File: src/sv/ecgar_pkg.sv
`timescale 1ns / 1ps
// ----------------------------------------------------------------------------
// ecgar_pkg
// Shared types, constants and arithmetic helpers of the ECG auto-range axis
// tracker.
// ----------------------------------------------------------------------------
package ecgar_pkg;

    localparam int SAMPLE_W     = 24;
    localparam int AXIS_W       = 32;
    localparam int CALCNT_W     = 10;
    localparam int PERIOD_W     = 24;
    localparam int CFG_DATA_W   = 24;
    localparam int CFG_INDEX_W  = 1;
    localparam int TIMER_BITS_D = 24;
    localparam int WIDE_W       = 40;

    localparam logic [CALCNT_W-1:0] CAL_SAMPLES_RST = CALCNT_W'(300);
    localparam logic [PERIOD_W-1:0] AUTO_PERIOD_RST = PERIOD_W'(10000);

    localparam logic signed [SAMPLE_W-1:0] SMP_MAX = {1'b0, {(SAMPLE_W-1){1'b1}}};
    localparam logic signed [SAMPLE_W-1:0] SMP_MIN = {1'b1, {(SAMPLE_W-1){1'b0}}};

    // ceil(2^34 / 5): x/5 = (x * R) >> 34, x/10 = (x * R) >> 35 for any 32-bit x
    localparam logic [31:0] DIV5_RECIP = 32'hCCCC_CCCD;

    localparam logic [CFG_INDEX_W-1:0] CFG_CAL_SAMPLES = 1'b0;
    localparam logic [CFG_INDEX_W-1:0] CFG_AUTO_PERIOD = 1'b1;

    typedef enum logic [1:0] {
        OP_SAMPLE = 2'd0,
        OP_TICK   = 2'd1,
        OP_ZOOM   = 2'd2,
        OP_PAN    = 2'd3
    } op_t;

    typedef struct packed {
        op_t                         op;
        logic signed [SAMPLE_W-1:0]  sample;
        logic                        direction;
    } in_t;

    typedef struct packed {
        logic signed [AXIS_W-1:0] shown_min;
        logic signed [AXIS_W-1:0] shown_max;
        logic                     calibrated;
        logic                     range_updated;
    } res_t;

    function automatic logic signed [AXIS_W-1:0] sat32(input logic signed [WIDE_W-1:0] v);
        logic signed [WIDE_W-1:0] hi;
        logic signed [WIDE_W-1:0] lo;
        hi = WIDE_W'({1'b0, {(AXIS_W-1){1'b1}}});
        lo = -hi - WIDE_W'(1);
        if (v > hi) begin
            return hi[AXIS_W-1:0];
        end else if (v < lo) begin
            return lo[AXIS_W-1:0];
        end
        return v[AXIS_W-1:0];
    endfunction

    // halve, truncating toward zero
    function automatic logic signed [WIDE_W-1:0] half_trunc(input logic signed [WIDE_W-1:0] t);
        logic signed [WIDE_W-1:0] u;
        u = t + WIDE_W'(t[WIDE_W-1]);
        return u >>> 1;
    endfunction

endpackage

File: src/sv/ecgar_core.sv
`timescale 1ns / 1ps
// ----------------------------------------------------------------------------
// ecgar_core
// Tracker state, configuration registers and the combinational update that
// turns one accepted transaction into the next state and its result.
// ----------------------------------------------------------------------------
module ecgar_core #(
    parameter int TIMER_BITS = ecgar_pkg::TIMER_BITS_D
) (
    input  logic                                aclk,
    input  logic                                aresetn,
    input  logic                                cfg_wr_en,
    input  logic [ecgar_pkg::CFG_INDEX_W-1:0]   cfg_index,
    input  logic [ecgar_pkg::CFG_DATA_W-1:0]    cfg_wdata,
    input  logic                                in_accept,
    input  ecgar_pkg::in_t                      in_data,
    output ecgar_pkg::res_t                     res
);

    localparam int SW = ecgar_pkg::SAMPLE_W;
    localparam int AW = ecgar_pkg::AXIS_W;
    localparam int WW = ecgar_pkg::WIDE_W;

    logic [ecgar_pkg::CALCNT_W-1:0] cal_samples_reg;
    logic [ecgar_pkg::PERIOD_W-1:0] auto_period_reg;

    logic                           locked_reg, locked_next;
    logic [ecgar_pkg::CALCNT_W-1:0] cal_count_reg, cal_count_next;
    logic signed [SW-1:0]           cal_low_reg, cal_low_next;
    logic signed [SW-1:0]           cal_high_reg, cal_high_next;
    logic signed [SW-1:0]           window_low_reg, window_low_next;
    logic signed [SW-1:0]           window_high_reg, window_high_next;
    logic signed [AW-1:0]           axis_low_reg, axis_low_next;
    logic signed [AW-1:0]           axis_high_reg, axis_high_next;
    logic signed [AW-1:0]           shown_low_reg, shown_low_next;
    logic signed [AW-1:0]           shown_high_reg, shown_high_next;
    logic [TIMER_BITS-1:0]          elapsed_reg, elapsed_next;
    logic                           first_window_done_reg, first_window_done_next;
    logic                           updated;

    logic signed [SW-1:0]           s;
    logic signed [SW-1:0]           win_low_upd, win_high_upd;
    logic signed [SW-1:0]           cal_low_upd, cal_high_upd;
    logic [ecgar_pkg::CALCNT_W-1:0] cal_count_inc;
    logic                           lock_now;
    logic                           roll_due;
    logic signed [SW:0]             cal_diff;
    logic [31:0]                    cal_range;
    logic signed [AW:0]             axis_range;
    logic [AW-2:0]                  amp;
    logic [31:0]                    mul_a;
    logic [63:0]                    mul_p;
    logic [29:0]                    pad;
    logic [28:0]                    pan_step;
    logic signed [AW-1:0]           lock_low, lock_high;
    logic signed [WW-1:0]           center, k_amp, zoom_hi_t, zoom_lo_t;
    logic signed [AW-1:0]           zoom_low, zoom_high;
    logic signed [AW-1:0]           pan_low, pan_high;

    assign s = in_data.sample;

    assign win_low_upd   = (s < window_low_reg)  ? s : window_low_reg;
    assign win_high_upd  = (s > window_high_reg) ? s : window_high_reg;
    assign cal_low_upd   = (s < cal_low_reg)     ? s : cal_low_reg;
    assign cal_high_upd  = (s > cal_high_reg)    ? s : cal_high_reg;
    assign cal_count_inc = (cal_count_reg != '1) ? cal_count_reg + 1'b1 : cal_count_reg;
    assign lock_now      = (cal_count_inc >= cal_samples_reg);
    assign roll_due      = (32'(elapsed_reg) > 32'(auto_period_reg));

    // spans never go negative: high >= low holds for both calibration and axis
    assign cal_diff   = (SW+1)'(cal_high_upd) - (SW+1)'(cal_low_upd);
    assign cal_range  = 32'($unsigned(cal_diff));
    assign axis_range = (AW+1)'(axis_high_reg) - (AW+1)'(axis_low_reg);
    assign amp        = axis_range[AW-1:1];

    // one shared reciprocal multiplier: range/20 at lock, range/10 for pan
    assign mul_a    = (in_data.op == ecgar_pkg::OP_PAN) ? axis_range[AW-1:0]
                                                        : {2'b00, cal_range[31:2]};
    assign mul_p    = {32'd0, mul_a} * {32'd0, ecgar_pkg::DIV5_RECIP};
    assign pad      = mul_p[63:34];
    assign pan_step = mul_p[63:35];

    assign lock_low  = ecgar_pkg::sat32(WW'(cal_low_upd) - WW'(pad));
    assign lock_high = ecgar_pkg::sat32(WW'(cal_high_upd) + WW'(pad));

    assign center    = WW'(axis_low_reg) + WW'(amp);
    assign k_amp     = in_data.direction ? WW'(amp) + (WW'(amp) <<< 1) : WW'(amp);
    assign zoom_hi_t = (center <<< 1) + k_amp;
    assign zoom_lo_t = (center <<< 1) - k_amp;
    assign zoom_high = ecgar_pkg::sat32(ecgar_pkg::half_trunc(zoom_hi_t));
    assign zoom_low  = ecgar_pkg::sat32(ecgar_pkg::half_trunc(zoom_lo_t));

    assign pan_high = in_data.direction ? ecgar_pkg::sat32(WW'(axis_high_reg) + WW'(pan_step))
                                        : ecgar_pkg::sat32(WW'(axis_high_reg) - WW'(pan_step));
    assign pan_low  = in_data.direction ? ecgar_pkg::sat32(WW'(axis_low_reg) + WW'(pan_step))
                                        : ecgar_pkg::sat32(WW'(axis_low_reg) - WW'(pan_step));

    always_comb begin
        locked_next            = locked_reg;
        cal_count_next         = cal_count_reg;
        cal_low_next           = cal_low_reg;
        cal_high_next          = cal_high_reg;
        window_low_next        = window_low_reg;
        window_high_next       = window_high_reg;
        axis_low_next          = axis_low_reg;
        axis_high_next         = axis_high_reg;
        shown_low_next         = shown_low_reg;
        shown_high_next        = shown_high_reg;
        elapsed_next           = elapsed_reg;
        first_window_done_next = first_window_done_reg;
        updated                = 1'b0;
        if (in_accept) begin
            unique case (in_data.op)
                ecgar_pkg::OP_SAMPLE: begin
                    window_low_next  = win_low_upd;
                    window_high_next = win_high_upd;
                    if (!locked_reg) begin
                        cal_low_next   = cal_low_upd;
                        cal_high_next  = cal_high_upd;
                        cal_count_next = cal_count_inc;
                        if (lock_now) begin
                            axis_low_next   = lock_low;
                            axis_high_next  = lock_high;
                            shown_low_next  = lock_low;
                            shown_high_next = lock_high;
                            locked_next     = 1'b1;
                            elapsed_next    = '0;
                            updated         = 1'b1;
                        end
                    end else if (roll_due) begin
                        if (first_window_done_reg) begin
                            shown_low_next  = AW'(win_low_upd);
                            shown_high_next = AW'(win_high_upd);
                            updated         = 1'b1;
                        end
                        window_low_next        = s;
                        window_high_next       = s;
                        elapsed_next           = '0;
                        first_window_done_next = 1'b1;
                    end
                end
                ecgar_pkg::OP_TICK: begin
                    if (elapsed_reg != '1) begin
                        elapsed_next = elapsed_reg + 1'b1;
                    end
                end
                ecgar_pkg::OP_ZOOM: begin
                    if (amp != '0) begin
                        axis_low_next   = zoom_low;
                        axis_high_next  = zoom_high;
                        shown_low_next  = zoom_low;
                        shown_high_next = zoom_high;
                        updated         = 1'b1;
                    end
                end
                ecgar_pkg::OP_PAN: begin
                    if (axis_range != '0) begin
                        axis_low_next   = pan_low;
                        axis_high_next  = pan_high;
                        shown_low_next  = pan_low;
                        shown_high_next = pan_high;
                        updated         = 1'b1;
                    end
                end
            endcase
        end
    end

    assign res.shown_min     = shown_low_next;
    assign res.shown_max     = shown_high_next;
    assign res.calibrated    = locked_next;
    assign res.range_updated = updated;

    always_ff @(posedge aclk) begin
        if (!aresetn) begin
            cal_samples_reg <= ecgar_pkg::CAL_SAMPLES_RST;
            auto_period_reg <= ecgar_pkg::AUTO_PERIOD_RST;
        end else if (cfg_wr_en) begin
            unique case (cfg_index)
                ecgar_pkg::CFG_CAL_SAMPLES: cal_samples_reg <= cfg_wdata[ecgar_pkg::CALCNT_W-1:0];
                ecgar_pkg::CFG_AUTO_PERIOD: auto_period_reg <= cfg_wdata[ecgar_pkg::PERIOD_W-1:0];
                default: ;
            endcase
        end
    end

    always_ff @(posedge aclk) begin
        if (!aresetn) begin
            locked_reg            <= 1'b0;
            cal_count_reg         <= '0;
            cal_low_reg           <= ecgar_pkg::SMP_MAX;
            cal_high_reg          <= ecgar_pkg::SMP_MIN;
            window_low_reg        <= ecgar_pkg::SMP_MAX;
            window_high_reg       <= ecgar_pkg::SMP_MIN;
            axis_low_reg          <= '0;
            axis_high_reg         <= '0;
            shown_low_reg         <= '0;
            shown_high_reg        <= '0;
            elapsed_reg           <= '0;
            first_window_done_reg <= 1'b0;
        end else begin
            locked_reg            <= locked_next;
            cal_count_reg         <= cal_count_next;
            cal_low_reg           <= cal_low_next;
            cal_high_reg          <= cal_high_next;
            window_low_reg        <= window_low_next;
            window_high_reg       <= window_high_next;
            axis_low_reg          <= axis_low_next;
            axis_high_reg         <= axis_high_next;
            shown_low_reg         <= shown_low_next;
            shown_high_reg        <= shown_high_next;
            elapsed_reg           <= elapsed_next;
            first_window_done_reg <= first_window_done_next;
        end
    end

    a_lock_sticky: assert property (@(posedge aclk) disable iff (!aresetn)
        locked_reg |=> locked_reg)
        else $error("lock dropped");

    a_axis_ordered: assert property (@(posedge aclk) disable iff (!aresetn)
        axis_high_reg >= axis_low_reg)
        else $error("axis bounds inverted");

    a_lock_clears_timer: assert property (@(posedge aclk) disable iff (!aresetn)
        $rose(locked_reg) |-> (elapsed_reg == '0))
        else $error("elapsed ticks not cleared at lock");

    a_tick_no_update: assert property (@(posedge aclk) disable iff (!aresetn)
        (in_accept && in_data.op == ecgar_pkg::OP_TICK) |-> !res.range_updated)
        else $error("timer tick reported a range update");

    a_window_only_after_lock: assert property (@(posedge aclk) disable iff (!aresetn)
        first_window_done_reg |-> locked_reg)
        else $error("window restarted before lock");

endmodule

File: src/sv/ecgar_skid.sv
`timescale 1ns / 1ps
// ----------------------------------------------------------------------------
// ecgar_skid
// Two-entry output buffer: a result register plus a skid register, so the
// input side keeps taking transactions while one result waits downstream.
// ----------------------------------------------------------------------------
module ecgar_skid (
    input  logic            aclk,
    input  logic            aresetn,
    input  logic            in_valid,
    output logic            in_ready,
    input  ecgar_pkg::res_t in_data,
    output logic            out_valid,
    input  logic            out_ready,
    output ecgar_pkg::res_t out_data
);

    logic            out_valid_reg, out_valid_next;
    ecgar_pkg::res_t out_data_reg, out_data_next;
    logic            skid_valid_reg, skid_valid_next;
    ecgar_pkg::res_t skid_data_reg, skid_data_next;
    logic            take;

    assign in_ready = !skid_valid_reg;
    assign take     = in_valid && in_ready;

    always_comb begin
        out_valid_next  = out_valid_reg;
        out_data_next   = out_data_reg;
        skid_valid_next = skid_valid_reg;
        skid_data_next  = skid_data_reg;
        if (out_ready || !out_valid_reg) begin
            if (skid_valid_reg) begin
                out_valid_next  = 1'b1;
                out_data_next   = skid_data_reg;
                skid_valid_next = 1'b0;
            end else begin
                out_valid_next = take;
                out_data_next  = in_data;
            end
        end else if (take) begin
            skid_valid_next = 1'b1;
            skid_data_next  = in_data;
        end
    end

    always_ff @(posedge aclk) begin
        if (!aresetn) begin
            out_valid_reg  <= 1'b0;
            skid_valid_reg <= 1'b0;
        end else begin
            out_valid_reg  <= out_valid_next;
            skid_valid_reg <= skid_valid_next;
        end
        out_data_reg  <= out_data_next;
        skid_data_reg <= skid_data_next;
    end

    assign out_valid = out_valid_reg;
    assign out_data  = out_data_reg;

endmodule

File: src/sv/ecg_auto_range_axis_tracker.sv
`timescale 1ns / 1ps
// ----------------------------------------------------------------------------
// ecg_auto_range_axis_tracker
// Auto-ranging display axis for a signed ECG sample stream: calibration,
// rolling window min/max, zoom and pan, one result per transaction.
// ----------------------------------------------------------------------------
// Each result is registered in the output buffer before it is valid on m_data.
// Throughput: one transaction per cycle while s_ready is high; the state update is
//   combinational, with one shared 32x32 reciprocal multiplier (pad at lock, pan step).
// The two-entry output buffer keeps s_ready high while one result is stalled.
// Reset (aresetn low, synchronous): axis unlocked, bounds and counters zero,
//   min/max trackers at their extremes, cal_samples 300, auto_period 10000.
// ----------------------------------------------------------------------------
module ecg_auto_range_axis_tracker #(
    parameter int TIMER_BITS = ecgar_pkg::TIMER_BITS_D
) (
    input  logic                              aclk,
    input  logic                              aresetn,
    input  logic                              cfg_wr_en,
    input  logic [ecgar_pkg::CFG_INDEX_W-1:0] cfg_index,
    input  logic [ecgar_pkg::CFG_DATA_W-1:0]  cfg_wdata,
    input  logic                              s_valid,
    output logic                              s_ready,
    input  ecgar_pkg::in_t                    s_data,
    output logic                              m_valid,
    input  logic                              m_ready,
    output ecgar_pkg::res_t                   m_data
);

    ecgar_pkg::res_t res;
    logic            accept;

    assign accept = s_valid && s_ready;

    ecgar_core #(
        .TIMER_BITS (TIMER_BITS)
    ) u_core (
        .aclk      (aclk),
        .aresetn   (aresetn),
        .cfg_wr_en (cfg_wr_en),
        .cfg_index (cfg_index),
        .cfg_wdata (cfg_wdata),
        .in_accept (accept),
        .in_data   (s_data),
        .res       (res)
    );

    ecgar_skid u_skid (
        .aclk      (aclk),
        .aresetn   (aresetn),
        .in_valid  (s_valid),
        .in_ready  (s_ready),
        .in_data   (res),
        .out_valid (m_valid),
        .out_ready (m_ready),
        .out_data  (m_data)
    );

endmodule
File: config.mk
export PLATFORM = sky130hd
export DESIGN_NAME = ecg_auto_range_axis_tracker
export DESIGN_NICKNAME = d
export VERILOG_FILES = /design/src/sv/ecgar_pkg.sv /design/src/sv/ecgar_core.sv /design/src/sv/ecgar_skid.sv /design/src/sv/ecg_auto_range_axis_tracker.sv
export SDC_FILE = /design/constraint.sdc
export NUM_CORES = 2
export LEC_CHECK = 0
export BUFFER_PORTS_ARGS = -buffer_cell sky130_fd_sc_hd__buf_2
export CAP_MARGIN = 20
export CELL_PAD_IN_SITES_DETAIL_PLACEMENT = 1
export CELL_PAD_IN_SITES_GLOBAL_PLACEMENT = 2
export CORE_UTILIZATION = 30
export DETAILED_ROUTE_END_ITERATION = 10
export GPL_TIMING_DRIVEN = 1
export PLACE_DENSITY_LB_ADDON = 0.3
export SETUP_SLACK_MARGIN = 0.15
export SLEW_MARGIN = 20
export SYNTH_ARGS = -nofsm -noshare
export SYNTH_HDL_FRONTEND = slang
export SYNTH_SLANG_ARGS = --single-unit
File: constraint.sdc
create_clock -name aclk -period 16.6 [get_ports aclk]
set_clock_uncertainty 0.15 [all_clocks]
set_input_delay 1.66 -clock aclk [delete_from_list [all_inputs] [get_ports aclk]]
set_output_delay 1.66 -clock aclk [all_outputs]
set_load 0.05 [all_outputs]
# Word level (Yosys, flattened, before mapping)
# Index checks and enable logic that the tools add are counted.
# totals
regBits,428
input_bits,57
out_inout_bits,68
elab_cells,194
# op_classes
addsub,16
multipliers,1
order_cmp,22
eq_ne,12
mux,97
n_bitwise,4
n_reduce_logical,18
# ops
operator,n
$mux 32,49
$pmux 32 s3,4
$mux 24,12
$gt 40x32->1 const B,6
$lt 40x32->1 const B,6
$add 40x1->40,2
$gt 39x32->1 const B,2
$lt 39x32->1 const B,2
$gt 24x24->1,3
$add 32x30->33,2
$mux 66,1
$sub 32x30->33,2
$mul 32x32->64 const B,1
$lt 24x24->1,2
$pmux 24 s2,1
$add 40x40->40,1
$mux 40,1
$sub 40x40->40,1
$add 31x32->33,1
$add 32x32->33,1
$reduce_bool 33->1,1
$sub 32x32->33,1
$add 24x31->32,1
$sub 24x31->32,1
other kinds (29),66

# Depth between registers and ports, before layout
# depth
depth_word,15
depth_mapped,76
ltp_nobuf,70

# Cells and area by module
# A second synthesis with hierarchy kept.
# hier_totals
cells_unflattened,7449
hier_area_um2,61197.4
# modules_own_cells
module,n_inst,cells_per_inst,area_per_inst_um2,seq_area_each_um2
ecgar_core,1,7234,56314.0,5885.6
ecgar_skid,1,214,4877.2,4003.8
ecg_auto_range_axis_tracker,1,1,6.3,0.0

# Worst setup path before layout
# Ideal clock, no wire load.
# synth_timing
path_kind,input to register
from,input s_data[6] (netlist name)
to,register u_skid.out_data_reg (netlist bit u_skid.out_data[61]) (data pin)
setup_time_ns,0.280
arrival_time_ns,17.513
required_ns,16.170
setup_slack_ns,-1.343
cell_stages,65
path_buffers,5
path_cell_list,ha_1 or3_1 a21oi_1 a311oi_1 o31ai_1 and2_1 clkbuf_1 clkbuf_1 buf_1 mux2i_1 inv_1 ha_1 and3_1 a211oi_1 a22o_1 a2bb2oi_1 o2111ai_1 a32o_1 (+29 left out) o22ai_1 o41a_1 xor2_1 ha_1 clkbuf_1 a21o_1 a21oi_1 or2_2 o21ai_0 a211oi_1 nor2_1 o41ai_1 clkbuf_1 o21ai_0 o31ai_1 nor2_1 o31ai_1 o211ai_1
# synth_via
elab_chain_cells,15
elab_cells_between_ends,39
# synth_lines
element,line_no,rtl
"start, declared",ecg_auto_range_axis_tracker.sv:24,"input ecgar_pkg::in_t s_data,"
$gt 24x24->1 *,ecgar_core.sv:65,assign cal_high_upd = (s > cal_high_reg) ? s : cal_high_reg;
$mux 24 *,ecgar_core.sv:65,
named net u_core.cal_high_upd[1],ecgar_core.sv:43,"logic signed [SW-1:0] cal_low_upd, cal_high_upd;"
$sub 24x24->25 *,ecgar_core.sv:71,assign cal_diff = (SW+1)'(cal_high_upd) - (SW+1)'(cal_low_upd);
$mux 32 *,ecgar_core.sv:77,assign mul_a = (in_data.op == ecgar_pkg::OP_PAN) ? axis_range[AW-1:0]
$mul 32x32->64 *,ecgar_core.sv:79,"assign mul_p = {32'd0, mul_a} * {32'd0, ecgar_pkg::DIV5_RECIP};"
"$sub 32x30->33, or another cell as far along",ecgar_core.sv:96,: ecgar_pkg::sat32(WW'(axis_low_reg) - WW'(pan_step));
$lt 40x32->1,ecgar_pkg.sv:57,end else if (v < lo) begin
$mux 1,ecgar_pkg.sv:57,
$mux 1,ecgar_pkg.sv:55,if (v > hi) begin
$mux 32,ecgar_pkg.sv:60,return v[AXIS_W-1:0];
$mux 32 (on tied branches),"ecgar_core.sv:95, ecgar_core.sv:121",
$mux 32 (on tied branches),"ecgar_core.sv:157, ecgar_core.sv:117",
$pmux 32 s3 *,ecgar_core.sv:113,unique case (in_data.op)
$mux 32 *,ecgar_core.sv:112,if (in_accept) begin
$mux 66 *,ecgar_skid.sv:33,if (skid_valid_reg) begin
"end signal, assigned",ecgar_skid.sv:55,out_data_reg <= out_data_next;
"end, declared",ecgar_skid.sv:19,"ecgar_pkg::res_t out_data_reg, out_data_next;"
# Mark *: on every way through the listed nets, which the timed path passes. The rest lies on a longest branch.
# A chain may end at the register's enable or synchronous reset.

==> flow_metrics.env <==
export IMPL_drc_errors=0
export IMPL_placementRows=166
export IMPL_synth_seq_area_share_pct=16.0
export IMPL_syn_nets=8880
export IMPL_criticalPathCategory="in -> reg"
export IMPL_hold_path_class="reg -> reg"
export IMPL_end_kind="register"
export IMPL_gr_total_overflow=0
export IMPL_fin_nets=10400
export IMPL_die_area_mm2=0.207
export IMPL_hpwl_um=281000
export IMPL_seqCellArea_mm2=0.00989
export IMPL_clock_root_buffer="clkbuf_16"
export IMPL_required_ns=16.87
export IMPL_vias=64500
export IMPL_ctsHoldBuffers=0
export IMPL_hold_end="u_core.cal_samples_reg[1]$_SDFFE_PN0P_"
export IMPL_path_clk_slew_ns=0.06
export IMPL_ys_seq_elements=428
export IMPL_status="completed"
export IMPL_die_x_um=455
export IMPL_rsz0062_at_grt="true"
export IMPL_clk_latency_ns=0.67
export IMPL_drt_antenna_violating_nets=0
export IMPL_synth_enable_flop_cells=132
export IMPL_slowest_stage="fa_1"
export IMPL_cts_buffers_inserted=53
export IMPL_synth_cell_area_mm2=0.0617
export IMPL_gp_congestion=1.01
export IMPL_cp_arrival_ns=16.66
export IMPL_async_flop_share_pct=0
export IMPL_vias_per_cell=5.49
export IMPL_ys_flop_type="dfxtp_1"
export IMPL_ys_top_cells_by_count="1031 x inv_1, 868 x ha_1, 634 x nor2_1, 594 x a21oi_1, 492 x nand2_1"
export IMPL_worstMarginPinSlew_ns=1.24
export IMPL_relSlewSlack_pct=16.6
export IMPL_max_cap_violations=0
export IMPL_ios=125
export IMPL_max_freq_ghz=0.0610
export IMPL_syn_avg_cell_area_um2=8.19
export IMPL_rrSetupSlack_ns=0.60
export IMPL_reg2reg_to="u_skid.out_data[19]$_DFFE_PP_"
export IMPL_startpoint_type="input port"
export IMPL_drv_slew=0
export IMPL_netlist_instances=7532
export IMPL_avgRoutedWirePerCell_um=28.4
export IMPL_core_area_mm2=0.204
export IMPL_min_from="u_core.cal_samples_reg[1]$_SDFFE_PN0P_"
export IMPL_r2r_cells=55
export IMPL_yosysMostFrequentCell="inv_1"
export IMPL_reg2reg_from="u_core.axis_low_reg[8]$_SDFFE_PN0P_"
export IMPL_fill_cells=24200
export IMPL_drive_gt1_share_pct=26.9
export IMPL_synthToLayoutAreaGrowth_pct=33.8
export IMPL_placed_area_mm2=0.0757
export IMPL_grt_pass1_wl_um=467000
export IMPL_port_buffer_count=124
export IMPL_clk_path_buf_depth=3
export IMPL_initial_core_util_pct=30.2
export IMPL_cpPeakStageDelay_ns=0.55
export IMPL_crit_fanout=6
export IMPL_first_global_vias=65900
export IMPL_routed_wirelength_um=334000
export IMPL_grt_max_degree=99
export IMPL_yosys_top_cells_area="ha_1 18%, fa_1 14%, dfxtp_1 9.6%, edfxtp_1 6.4%, inv_1 6.3%"
export IMPL_cts_sinks=428
export IMPL_timing_final_crit_share_pct=98.7
export IMPL_grt_usage_pct=31.1
export IMPL_ctsHtreeMaxLevel=2
export IMPL_ys_types=110
export IMPL_fin_crit_ns=16.39
export IMPL_first_pass_iters=6
export IMPL_synth_top_area_share_pct=17.6
export IMPL_die_y_um=455
export IMPL_drt_initial_drc_count=4911
export IMPL_min_path_cells=2
export IMPL_cts_tree="done"
export IMPL_yosysWarnings=0
export IMPL_yosysTopAreaCell="ha_1"
export IMPL_final_area_mm2=0.0825
export IMPL_multi_input_area_mm2=0.0504
export IMPL_setup_viol=0
export IMPL_cpMostUsedCell="buf_4"
export IMPL_antenna_found_initial=18
export IMPL_hold_violations=0
[kinds of logic after synthesis]
family | share of synthesized area (%)
buffers and inverters | 8.00
muxes | 2.63
and+or+nand+nor | 14.7
AOI/OAI and AO/OA | 21.4
xor gates and xnor gates | 5.84
DFF | 16.0
adders and majority gates | 31.4
[layer usage]
| layer | global-route usage, % | up-vias | wire [um] |
|---|---|---|---|
| met5 | 0 | - | 118 |
| met1 | 40.1 | 32600 | 140000 |
| met2 | 50.4 | 2098 | 150000 |
| met4 | 14.0 | 16 | 19800 |
| li1 | - | 29100 | - |
| met3 | 5.54 | 642 | 23200 |
[timing repair]
| action | CTS | global route |
|---|---|---|
| resized for setup | 243 | 510 |
| endpoints found under the setup margin | 256 | 256 |
| cloned | 1 | 0 |
| setup buffers | 45 | 96 |
| pin swaps | 95 | 251 |
[per-stage QoR]
stage	setup slack (ns)	instances	util (%)	TNS, ns	hold slack, ns
6_report	0.208	11700	40.4	0	0.305
5_1_grt	-0.317	11700	40.4	-10.70	0.328
4_1_cts	0.0687	11600	38.8	0	0.311
3_5_place_dp	-2.69	11500	37.0	-476.72	0.301
3_3_place_gp	-2.50	11500	37.0	-422.81	0.298
2_1_floorplan	0.169	7532	-	0	0.286
[layout make-up]
type,instances,share of cell area (%)
timing repair buffer,1684,15.7
multi-input combinational,5798,61.2
antenna,2,0.00607
sequential,428,12.0
tap,2688,4.08
inverter,1039,4.74
clock inverter,26,0.404
clock buffer,74,1.88
[cells in the final DEF, fill, tap and decap left out, types with 58 or more instances in the layout]
master,netlist,layout
o21ai_0,394,322
ha_1,868,791
nor2_1,634,605
a21o_1,193,192
buf_4,2,1463
buf_6,1,70
nand2b_1,78,76
and2_1,77,71
nand4_1,68,68
mux2i_1,77,67
inv_1,1031,1005
a21oi_1,594,530
fa_1,423,410
a211oi_1,95,77
dfxtp_1,296,296
edfxtp_1,132,132
nor3_1,144,129
xnor2_1,279,256
o211ai_1,105,105
ha_4,0,66
nand3_1,124,117
o21a_1,61,58
o21bai_1,71,66
nand2_1,492,470
xor2_1,130,120
buf_2,10,119
nor2b_1,73,67
[critical path, delay by kind of cell]
kind	cells	cell delay [ns]
adder cells (fa/ha/maj)	12	4.68
multiplexers	2	0.53
buffers and inverters	14	1.77
AND/OR/NAND/NOR	7	0.98
AO/OA/AOI/OAI	29	6.74
XOR/XNOR	2	0.28
[how the worst max path moves through the flow]
stage	endpoint	startpoint
global placement	u_skid.out_data[57]$_DFFE_PP_	s_data[6]
global route	u_skid.out_data[19]$_DFFE_PP_	s_data[2]
CTS	u_skid.out_data[57]$_DFFE_PP_	s_data[6]
floorplan	u_skid.out_data[4]$_DFFE_PP_	s_data[6]
finish	u_skid.out_data[19]$_DFFE_PP_	s_data[2]
detailed placement	u_skid.out_data[57]$_DFFE_PP_	s_data[6]
Power is not shown: default switching activity piles up to over one toggle a cycle in this logic, so the estimate is an artifact.
